==> src/rtl/bloom_filter_test_and_insert_assert.svh <==
// ----------------------------------------------------------------------------
// bloom filter assertion macros
// shared concurrent assertion forms, clocked on clk and disabled in rst
// ----------------------------------------------------------------------------
`ifndef BLOOM_FILTER_TEST_AND_INSERT_ASSERT_SVH
`define BLOOM_FILTER_TEST_AND_INSERT_ASSERT_SVH

// antecedent implies consequent in the same cycle
`define BFTI_ASSERT_SAME(label, ante, cons) \
  label: assert property (@(posedge clk) disable iff (rst) (ante) |-> (cons)) \
    else $error("bloom filter assertion failed");

// antecedent implies consequent in the next cycle
`define BFTI_ASSERT_NEXT(label, ante, cons) \
  label: assert property (@(posedge clk) disable iff (rst) (ante) |=> (cons)) \
    else $error("bloom filter assertion failed");

`endif

==> src/rtl/bfti_pkg.sv <==
// ----------------------------------------------------------------------------
// bfti_pkg
// shared constants, state encoding and controller/datapath interface types
// ----------------------------------------------------------------------------
`default_nettype none

package bfti_pkg;

  localparam int unsigned BITMAP_BYTES_DEF = 48 * 1024;
  localparam int unsigned HASH_PROBES_DEF  = 4;

  localparam logic [31:0] SEED_ONE  = 32'h811c9dc5;
  localparam logic [31:0] SEED_TWO  = 32'h7ee3623b;
  localparam logic [31:0] FNV_PRIME = 32'h01000193;

  localparam logic CMD_KEY_BYTE  = 1'b0;
  localparam logic CMD_UNTRACKED = 1'b1;

  typedef enum logic [3:0] {
    S_CLEAR,
    S_IDLE,
    S_MUL,
    S_RED,
    S_FIX,
    S_RD,
    S_TEST,
    S_WRD,
    S_WSET,
    S_EMIT
  } state_t;

  // controller to datapath
  typedef struct packed {
    logic clr_step;
    logic hash_byte;
    logic key_end;
    logic untracked;
    logic mul;
    logic red;
    logic fix;
    logic test;
    logic wr_set;
    logic emit;
  } cmd_t;

  // datapath to controller
  typedef struct packed {
    logic clr_last;
    logic k_last;
    logic bit_set;
    logic all_set;
    logic out_free;
  } stat_t;

endpackage

`default_nettype wire

==> src/rtl/bfti_ctrl.sv <==
// ----------------------------------------------------------------------------
// bfti_ctrl
// sequencer: clearing pass, byte intake, probe test pass, set pass, emit
// ----------------------------------------------------------------------------
`default_nettype none

module bfti_ctrl (
  input  wire logic            clk,
  input  wire logic            rst,
  input  wire logic            in_valid,
  output logic                 in_stall,
  input  wire logic            cmd,
  input  wire logic            last_byte,
  input  wire bfti_pkg::stat_t stat,
  output bfti_pkg::cmd_t       ctl
);

  bfti_pkg::state_t state;
  bfti_pkg::state_t state_next;
  logic             take;

  assign in_stall = (state != bfti_pkg::S_IDLE);
  assign take     = in_valid && (state == bfti_pkg::S_IDLE);

  always_ff @(posedge clk) begin
    if (rst) begin
      state <= bfti_pkg::S_CLEAR;
    end else begin
      state <= state_next;
    end
  end

  always_comb begin
    state_next = state;
    case (state)
      bfti_pkg::S_CLEAR: begin
        if (stat.clr_last) state_next = bfti_pkg::S_IDLE;
      end
      bfti_pkg::S_IDLE: begin
        if (take) begin
          if (cmd == bfti_pkg::CMD_UNTRACKED) begin
            state_next = bfti_pkg::S_EMIT;
          end else if (last_byte) begin
            state_next = bfti_pkg::S_MUL;
          end
        end
      end
      bfti_pkg::S_MUL:  state_next = bfti_pkg::S_RED;
      bfti_pkg::S_RED:  state_next = bfti_pkg::S_FIX;
      bfti_pkg::S_FIX:  state_next = bfti_pkg::S_RD;
      bfti_pkg::S_RD:   state_next = bfti_pkg::S_TEST;
      bfti_pkg::S_TEST: begin
        if (!stat.k_last) begin
          state_next = bfti_pkg::S_MUL;
        end else if (stat.all_set && stat.bit_set) begin
          state_next = bfti_pkg::S_EMIT;
        end else begin
          state_next = bfti_pkg::S_WRD;
        end
      end
      bfti_pkg::S_WRD:  state_next = bfti_pkg::S_WSET;
      bfti_pkg::S_WSET: begin
        state_next = stat.k_last ? bfti_pkg::S_EMIT : bfti_pkg::S_WRD;
      end
      bfti_pkg::S_EMIT: begin
        if (stat.out_free) state_next = bfti_pkg::S_IDLE;
      end
      default: state_next = bfti_pkg::S_CLEAR;
    endcase
  end

  always_comb begin
    ctl = '0;
    case (state)
      bfti_pkg::S_CLEAR: ctl.clr_step = 1'b1;
      bfti_pkg::S_IDLE: begin
        if (take) begin
          if (cmd == bfti_pkg::CMD_UNTRACKED) begin
            ctl.untracked = 1'b1;
          end else if (last_byte) begin
            ctl.key_end = 1'b1;
          end else begin
            ctl.hash_byte = 1'b1;
          end
        end
      end
      bfti_pkg::S_MUL:  ctl.mul    = 1'b1;
      bfti_pkg::S_RED:  ctl.red    = 1'b1;
      bfti_pkg::S_FIX:  ctl.fix    = 1'b1;
      bfti_pkg::S_RD:   ctl        = '0;
      bfti_pkg::S_TEST: ctl.test   = 1'b1;
      bfti_pkg::S_WRD:  ctl        = '0;
      bfti_pkg::S_WSET: ctl.wr_set = 1'b1;
      bfti_pkg::S_EMIT: ctl.emit   = stat.out_free;
      default:          ctl        = '0;
    endcase
  end

endmodule

`default_nettype wire

==> config.mk <==
export PLATFORM = sky130hd
export DESIGN_NAME = bfti_ctrl
export DESIGN_NICKNAME = d
export VERILOG_FILES = /design/src/rtl/bloom_filter_test_and_insert_assert.svh /design/src/rtl/bfti_pkg.sv /design/src/rtl/bfti_ctrl.sv
export SDC_FILE = /design/constraint.sdc
export NUM_CORES = 1
export LEC_CHECK = 0
export ABC_CLOCK_PERIOD_IN_PS = 2800
export BUFFER_PORTS_ARGS = -buffer_cell sky130_fd_sc_hd__buf_2
export CAP_MARGIN = 20
export CORE_AREA = 2 2 39 41
export CTS_CLUSTER_SIZE = 12
export DETAILED_ROUTE_END_ITERATION = 6
export DIE_AREA = 0 0 41 43
export SETUP_SLACK_MARGIN = 0.3
export SLEW_MARGIN = 20
export SYNTH_ARGS = -nofsm -noshare
export SYNTH_HDL_FRONTEND = slang
export SYNTH_SLANG_ARGS = --single-unit
==> constraint.sdc <==
create_clock -name clk -period 2.8 [get_ports clk]
set_clock_uncertainty 0.1 [all_clocks]
set_input_delay 0.28 -clock clk [delete_from_list [all_inputs] [get_ports clk]]
set_output_delay 0.28 -clock clk [all_outputs]
set_load 0.02 [all_outputs]
==> qor.yml, run 1 <==
outcome:
  status: "finished, final reports clean"
floorplanning:
  core_area_um2: 1384
  die_w_um: 41
  rows: 14
  dieHeight_um: 43
  initial_core_util_pct: 34.36
  io-pin-count: 21
  dieArea_um2: 1763
yosys:
  syn-num-nets: 81
  synth_area_um2: 475.5
  yosysUniqueCellTypes: 35
  synthCells: 71
  seq_area_frac_synth_pct: 16.84
  synth_top_cell_by_area: "dfxtp_1"
  ys_ff_latch: 4
  avgSynthCellArea_um2: 6.697
  synth_top_area_share_pct: 16.84
  yosysWarningCount: 0
  synthTopCellsByArea: "dfxtp_1, nor2_1, a21oi_1"
sta:
  fin_crit_ns: 2.047
  worst_pin_slew_ns: 0.5962
  finalSetupViolations: 0
  max_freq_ghz: 0.4885
  hold_viol_final: 0
  hold_ws_ns: 0.1794
  grt_setup_unrepaired: "no"
  setup_slack_ns: 0.7529
  slew_headroom_pct: 60.20
  finalCritPeriodShare_pct: 73.11
  slew_viol_final: 0
  fin_tns_setup_ns: 0
place:
  post-place-ws_ns: 0.9890
  dp_hpwl_um: 877.4
  dp_cells: 102
  io_buffers: 20
  gp_congestion: 0.7782
global_routing:
  grt_max_degree: 21
  track_usage_pct: 16.25
  grt_overflow_total: 0
  grt_pass1_vias: 439
  antenna_found_initial: 0
  grt_pass1_wl_um: 1918
worst_setup_path:
  arrival_ns: 1.67
  worstSetupEndpointType: "output pin"
  ff2ff_path_depth: 4
  crit_required_ns: 2.42
  cp_cell_sequence: "or2_1 -> nor2_1 -> nand2_1 -> nor3b_1 -> buf_2"
  path_delay_family: "simple AND/OR/NAND/NOR gates"
  startpoint_type: "flop"
  critPathMaxFanout: 14
  cpPeakStageDelay_ns: 0.41
  regToRegStartpoint: "state[3]"
  ff2ff_setup_slack_ns: 1.07
  cp-startpoint: "state[2]"
  cp_slowest_cell: "dfxtp_1"
  crit_end: "ctl[7]"
  path_class: "flop to output pin"
  cp_num_cells: 5
  path_buf_inv: 1
  rr_endpoint: "state[0]"
drt:
  drc: 0
  via_per_inst: 5.124
  drt_first_pass_iters: 4
  drt_iter0_drc: 8
  ant_nets: 0
  wl_um: 1175
  drt-wirelength-per-cell_um: 11.19
  vias: 538
final_layout:
  top_regs: "state (4)"
  num_antenna_cells: 0
  largest_reg_flops: 4
  fin_cells: 105
  nets: 101
  fillCellCount: 166
  layout-drive-gt1-share_pct: 31.46
  top_register: "state"
  area_growth_pct: 23.68
power:
  report.power.total_mw: 0.3098
  p_leak_nw: 0.2789
  cellPowerDensity_nw_per_um2: 526.9
  ir_drop_uv: 266.4
cts:
  tritoncts: "yes"
  cts_resized: 0
  clock-sinks: 4
  cts.htree.levels: 1
  cts_setup_buffers: 0
  hold_buffers: 0
  clk-insertion-delay-late_ns: 0.23
  clkTransAtPathRegs_ns: 0.04
  cts_buffers: 3
  clock_path_buffers: 2
  root_buffer: "clkbuf_4"
job:
  max_cap_viol_count: 0
min_path:
  hold_class: "input port to flop"
power by group:
part	switching (mW)	internal, mW	total, mW
Clock	0.0210	0.0478	0.0687
Sequential	0.0255	0.0651	0.0907
Combinational	0.0877	0.0627	0.150
cell type report:
| type | count | area, um2 | area share, % |
|---|---|---|---|
| Clock buffer | 3 | 22.52 | 3.830 |
| Multi-Input combinational cell | 59 | 354.1 | 60.21 |
| Sequential cell | 4 | 80.08 | 13.62 |
| Timing Repair Buffer | 20 | 100.1 | 17.02 |
| Tap cell | 16 | 20.02 | 3.404 |
| Inverter | 3 | 11.26 | 1.915 |
worst min path at each step:
| stage | from | to | cells after the start |
|---|---|---|---|
| 3_3_place_gp | rst | state[2] | 2 |
| 4_1_cts | rst | state[2] | 2 |
| 3_5_place_dp | rst | state[2] | 2 |
| 2_1_floorplan | rst | state[2] | 1 |
| 5_1_grt | rst | state[2] | 2 |
| 6_report | rst | state[2] | 2 |
kinds of logic after synthesis:
group	after synthesis	share of synthesized area, %
simple gates	37	41.58
compound gates	22	32.89
flops	4	16.84
buf+inv	8	8.682
metal layers:
layer	vias to the layer above	wire length, um	global-route usage, %
met3	0	31	3.141
met1	236	597	22.76
met2	9	546	20.94
met4	0	0	12.00
met5	-	0	0
li1	293	-	-
cell usage in the layout, fill, tap and decap left out, drive strengths merged, types with 2 or more instances in the layout:
cell	instances
a21oi	6
a31oi	2
and3	3
buf	20
clkbuf	3
dfxtp	4
inv	3
nand2	6
nand2b	2
nor2	12
nor3b	2
o21a	2
o21ai	3
or2	4
or3	2
synth_stat cells:
master	count
a2111oi_2	1
a21o_1	1
a21oi_1	6
a311oi_1	1
a31oi_1	2
a41o_1	1
and3_1	2
and3_2	1
and3b_1	1
buf_2	3
buf_6	1
clkbuf_1	1
dfxtp_1	4
inv_1	3
nand2_1	6
nand2b_1	2
nand3b_1	1
nand4b_1	1
nor2_1	12
nor2b_1	1
nor3_1	1
nor3b_1	2
o211ai_1	1
o21a_1	2
o21ai_0	3
o311a_1	1
o31ai_1	1
o32ai_1	1
o41ai_1	1
or2_0	1
or2_1	1
or2_2	2
or2b_1	1
or3_1	1
or3_2	1
metrics by stage:
step | area (um2) | util [%]
3_3_place_gp | 565.5 | 40.87
6_report | 588.1 | 42.50
2_1_floorplan | 475.5 | -
4_1_cts | 588.1 | 42.50
5_1_grt | 588.1 | 42.50
3_5_place_dp | 565.5 | 40.87
(Power assumes the default switching activity.)
==> run 2, diff against run 1 <==
--- a/config.mk
+++ b/config.mk
@@ -5,13 +5,15 @@
 export SDC_FILE = /design/constraint.sdc
 export NUM_CORES = 1
 export LEC_CHECK = 0
-export ABC_CLOCK_PERIOD_IN_PS = 2800
+export ABC_AREA = 1
+export ABC_CLOCK_PERIOD_IN_PS = 1700
 export BUFFER_PORTS_ARGS = -buffer_cell sky130_fd_sc_hd__buf_2
 export CAP_MARGIN = 20
 export CORE_AREA = 2 2 39 41
 export CTS_CLUSTER_SIZE = 12
 export DETAILED_ROUTE_END_ITERATION = 6
 export DIE_AREA = 0 0 41 43
+export PLACE_DENSITY = 0.65
 export SETUP_SLACK_MARGIN = 0.3
 export SLEW_MARGIN = 20
 export SYNTH_ARGS = -nofsm -noshare
==> constraint.sdc (replaced) <==
create_clock -name clk -period 1.7 [get_ports clk]
set_clock_uncertainty 0.1 [all_clocks]
set_input_delay 0.17 -clock clk [delete_from_list [all_inputs] [get_ports clk]]
set_output_delay 0.17 -clock clk [all_outputs]
set_load 0.02 [all_outputs]
==> qor.yml, run 2 <==
outcome:
  status: "finished, final reports clean"
sta:
  finalCritPeriodShare_pct: 82.47
  fin_tns_setup_ns: 0
  hold_ws_ns: 0.03879
  slew_viol_final: 0
  setup_slack_ns: 0.2981
  grt_setup_unrepaired: "yes"
  fin_crit_ns: 1.402
  worst_pin_slew_ns: 0.1975
  hold_viol_final: 0
  slew_headroom_pct: 86.69
  max_freq_ghz: 0.7133
  finalSetupViolations: 0
floorplanning:
  core_area_um2: 1384
  io-pin-count: 21
  dieArea_um2: 1763
  die_w_um: 41
  rows: 14
  initial_core_util_pct: 34.00
  dieHeight_um: 43
drt:
  drt_first_pass_iters: 4
  drt-wirelength-per-cell_um: 9.611
  via_per_inst: 4.587
  drc: 0
  ant_nets: 0
  vias: 578
  drt_iter0_drc: 10
  wl_um: 1211
yosys:
  synthCells: 81
  synth-edff-count: 0
  async_flop_share_pct: 0
  yosysUniqueCellTypes: 20
  synth_area_um2: 470.5
  synth_top_cell_by_area: "dfxtp_1"
  synth_common_cells: "nand2_1, nand3_1, nor2_1"
  yosysMostFrequentCell: "nand2_1"
  syn-num-nets: 91
  avgSynthCellArea_um2: 5.808
  synth_top_area_share_pct: 17.02
  seq_area_frac_synth_pct: 17.02
  ys.flop_type: "dfxtp_1"
  ys_ff_latch: 4
  synthTopCellsByArea: "dfxtp_1, nand2_1, nand3_1"
  yosysWarningCount: 0
power:
  cellPowerDensity_nw_per_um2: 1122
  ir_drop_uv: 518.8
  pwr-share-clk_pct: 14.0
  internal_power_mw: 0.4137
  report.power.total_mw: 0.8033
  p_comb_share_pct: 64.2
  seq_power_share_pct: 21.7
  power.switching_mw: 0.3896
  swShare_pct: 48.50
  p_leak_nw: 0.3933
cts:
  root_buffer: "clkbuf_4"
  clkTransAtPathRegs_ns: 0.04
  cts_buffers: 3
  hold_buffers: 0
  clock_path_buffers: 2
  clk-insertion-delay-late_ns: 0.23
  tritoncts: "yes"
  cts.htree.levels: 1
  clock-sinks: 4
global_routing:
  grt.met2_usage_pct: 23.44
  grt_use_met3_pct: 3.141
  met1_usage_pct: 20.19
  busiest_layer: "met2"
  antenna_found_initial: 0
  grt_max_degree: 8
  grt_pass1_wl_um: 1863
  track_usage_pct: 15.05
  grt_overflow_total: 0
  grt_pass1_vias: 466
worst_setup_path:
  critPathMaxFanout: 5
  startpoint_type: "flop"
  crit_required_ns: 1.43
  regToRegStartpoint: "state[0]"
  arrival_ns: 1.13
  cp-startpoint: "state[3]"
  worstSetupEndpointType: "output pin"
  path_class: "flop to output pin"
place:
  io_buffers: 20
  dp_hpwl_um: 882.9
  post-place-ws_ns: 0.2660
  place_area_um2: 579.3
  dp_cells: 116
  gp_congestion: 0.8186
final_layout:
  nets: 122
  top_regs: "state (4)"
  fillCellCount: 156
  fin_util_pct: 51.72
  final_cell_mix: "nand2_1, buf_2, buf_4"
  fin_cells: 126
  final_cell_area_um2: 715.7
  layout-drive-gt1-share_pct: 50.00
  largest_reg_flops: 4
  num_antenna_cells: 0
  final_common_cell: "nand2_1"
  area_growth_pct: 52.13
  top_register: "state"
job:
  max_cap_viol_count: 0
min_path:
  min_from: "rst"
  hold_class: "input port to flop"
## run 2: cells by family (layout without fill, tap and decap cells)
logic type / after synthesis / count (layout) / synth area share (%)
and+or+nand+nor: 54 / 55 / 59.31
buffers and inverters: 16 / 44 / 15.69
AOI/OAI and AO/OA: 7 / 7 / 7.977
DFF: 4 / 4 / 17.02
## run 2: layout make-up
class                      count  area (um2)  area share [%]
sequential                     4       95.09           13.29
timing repair buffer          27       173.9           24.30
clock buffer                   3       22.52           3.147
tap                           16       20.02           2.797
multi-input combinational     62       349.1           48.78
inverter                      14       55.05           7.692
## run 2: worst paths after layout
check | slack, ns | endpoint | cells after the start
max | 0.30 | ctl[6] | 4
min reg2reg | 0.61 | state[0] | 3
max reg2reg | 0.39 | state[3] | 8
min | 0.04 | state[1] | 2
## run 2: worst max-delay path, cell delays in order, from the launching register on
cell	delay [ns]
dfxtp_4	0.36
nor2_4	0.19
nand3_1	0.12
nor2_1	0.10
buf_4	0.14
## run 2: power groups by stage
stage	combinational, mW	clock, mW	sequential [mW]
after floorplan	0.363	0	0.130
after global placement	0.407	0	0.169
after detailed placement	0.406	0	0.172
after CTS	0.463	0.116	0.171
after global routing	0.571	0.126	0.176
final	0.516	0.113	0.174
## run 2: routing by layer
metal  up-vias  share of wire [%]
li1        313                  -
met1       250                 46
met2        15                 51
met3         0                3.5
met4         0                  0
met5         -                  0
## run 2: repair_timing
action,CTS,global route
buffers inserted,4,2
pin swaps,1,2
endpoints found under the setup margin,14,11
endpoints found under the hold margin,0,0
resized for setup,11,10
cloned,1,0
==> run 3, diff against run 2 <==
--- a/config.mk
+++ b/config.mk
@@ -5,15 +5,15 @@
 export SDC_FILE = /design/constraint.sdc
 export NUM_CORES = 1
 export LEC_CHECK = 0
-export ABC_AREA = 1
-export ABC_CLOCK_PERIOD_IN_PS = 1700
+export ABC_AREA = 0
+export ABC_CLOCK_PERIOD_IN_PS = 1200
 export BUFFER_PORTS_ARGS = -buffer_cell sky130_fd_sc_hd__buf_2
 export CAP_MARGIN = 20
 export CORE_AREA = 2 2 39 41
 export CTS_CLUSTER_SIZE = 12
 export DETAILED_ROUTE_END_ITERATION = 6
 export DIE_AREA = 0 0 41 43
-export PLACE_DENSITY = 0.65
+export PLACE_DENSITY = 0.66
 export SETUP_SLACK_MARGIN = 0.3
 export SLEW_MARGIN = 20
 export SYNTH_ARGS = -nofsm -noshare
==> constraint.sdc (replaced) <==
create_clock -name clk -period 1.2 [get_ports clk]
set_clock_uncertainty 0.1 [all_clocks]
set_input_delay 0.12 -clock clk [delete_from_list [all_inputs] [get_ports clk]]
set_output_delay 0.12 -clock clk [all_outputs]
set_load 0.02 [all_outputs]
==> qor.yml, run 3 (same netlist as run 1, synthesis figures left out) <==
floorplanning:
  die_w_um: 41
  initial_core_util_pct: 34.36
  core_area_um2: 1384
  io-pin-count: 21
  dieArea_um2: 1763
  rows: 14
  dieHeight_um: 43
worst_setup_path:
  cp_num_cells: 5
  crit_required_ns: 0.98
  critPathMaxFanout: 3
  startpoint_type: "flop"
  arrival_ns: 1.35
  worstSetupEndpointType: "output pin"
  cpPeakStageDelay_ns: 0.31
  path_delay_family: "simple AND/OR/NAND/NOR gates"
  cp_slowest_cell: "dfxtp_2"
  path_class: "flop to output pin"
  cp_cell_sequence: "or2_4 -> nor2_4 -> nand2_4 -> nor3b_4 -> buf_6"
  ff2ff_path_depth: 5
  path_buf_inv: 1
global_routing:
  track_usage_pct: 24.60
  grt_pass1_vias: 691
  grt_max_degree: 9
  grt_overflow_total: 0
  antenna_found_initial: 0
  grt_pass1_wl_um: 2911
cts:
  clk-insertion-delay-late_ns: 0.24
  cts_buffers: 3
  clkTransAtPathRegs_ns: 0.03
  cts.htree.levels: 1
  root_buffer: "clkbuf_4"
  hold_buffers: 0
  tritoncts: "yes"
  clock-sinks: 4
  clock_path_buffers: 2
outcome:
  failed_checks: "setup timing"
  status: "finished with violations"
place:
  post-place-ws_ns: -0.2030
  gp_congestion: 0.8749
  io_buffers: 20
  dp_hpwl_um: 1222
final_layout:
  fillCellCount: 78
  num_antenna_cells: 0
  fin_util_pct: 81.56
  area_growth_pct: 137.4
  largest_reg_flops: 4
  final_cell_mix: "buf_4, buf_6, buf_2"
  layout-drive-gt1-share_pct: 72.95
  top_regs: "state (4)"
  top_register: "state"
  nets: 134
  final_common_cell: "buf_4"
sta:
  slew_viol_final: 0
  finalCritPeriodShare_pct: 131.2
  setup_slack_ns: -0.3749
  worst_pin_slew_ns: 0.2798
  slew_headroom_pct: 81.22
  fin_crit_ns: 1.575
  max_freq_ghz: 0.6350
  grt_setup_unrepaired: "yes"
  finalSetupViolations: 15
  hold_ws_ns: 0.02568
  hold_viol_final: 0
power:
  p_leak_nw: 0.5039
  internal_power_mw: 0.7445
  p_comb_share_pct: 72.1
  seq_power_share_pct: 14.8
  swShare_pct: 41.46
  power.switching_mw: 0.5273
  report.power.total_mw: 1.272
  pwr-share-clk_pct: 13.1
  ir_drop_uv: 806.4
  cellPowerDensity_nw_per_um2: 1127
drt:
  via_per_inst: 5.645
  drt_first_pass_iters: 4
  drc: 0
  drt_iter0_drc: 19
  drt-wirelength-per-cell_um: 16.30
  ant_nets: 0
  wl_um: 2250
  vias: 779
min_path:
  hold_class: "input port to flop"
  worstHoldPathCells: 2
job:
  max_cap_viol_count: 0
==> run 3: area by class of cell <==
type | instances | area [um2] | share of cell area (%)
repair buffers | 53 | 466.7 | 41.35
clock buffers | 3 | 22.52 | 1.996
inverters | 3 | 11.26 | 0.9978
well taps | 16 | 20.02 | 1.774
flip-flops and latches | 4 | 90.09 | 7.982
multi-input cells | 59 | 518.0 | 45.90
==> run 3: repair_timing <==
item	in CTS	in global routing
endpoints found under the hold margin	0	0
endpoints found under the setup margin	15	15
pin swaps	12	14
buffers inserted	6	4
gates resized for setup	46	11
==> run 3: path summary, 6_finish.rpt <==
path | from | to | slack (ns)
max | state[2] | ctl[7] | -0.37
min | rst | state[2] | 0.03
max reg2reg | state[2] | state[0] | -0.27
min reg2reg | state[0] | state[0] | 0.44
==> run 3: power groups by stage <==
stage / logic, mW / registers [mW] / clock network (mW)
detailed placement: 0.600 / 0.175 / 0
global placement: 0.596 / 0.174 / 0
CTS: 0.790 / 0.184 / 0.172
finish: 0.917 / 0.188 / 0.167
floorplan: 0.402 / 0.174 / 0
global route: 0.969 / 0.190 / 0.189
==> run 3: per-stage QoR <==
| step | std cells | setup TNS, ns | instance area [um2] |
|---|---|---|---|
| finish | 138 | -3.913 | 1129 |
| detailed placement | 125 | -1.546 | 827.0 |
| CTS | 134 | -3.751 | 1055 |
| floorplan | 71 | -0.6287 | 583.1 |
| global placement | 125 | -1.408 | 827.0 |
| global route | 138 | -4.604 | 1129 |
==> run 3: routing by layer <==
metal / track usage (%) / vias up / wire length [um]
li1: - / 363 / -
met1: 27.97 / 373 / 834
met2: 40.63 / 30 / 1201
met3: 4.188 / 13 / 114
met4: 13.33 / 0 / 98
met5: 0 / - / 0
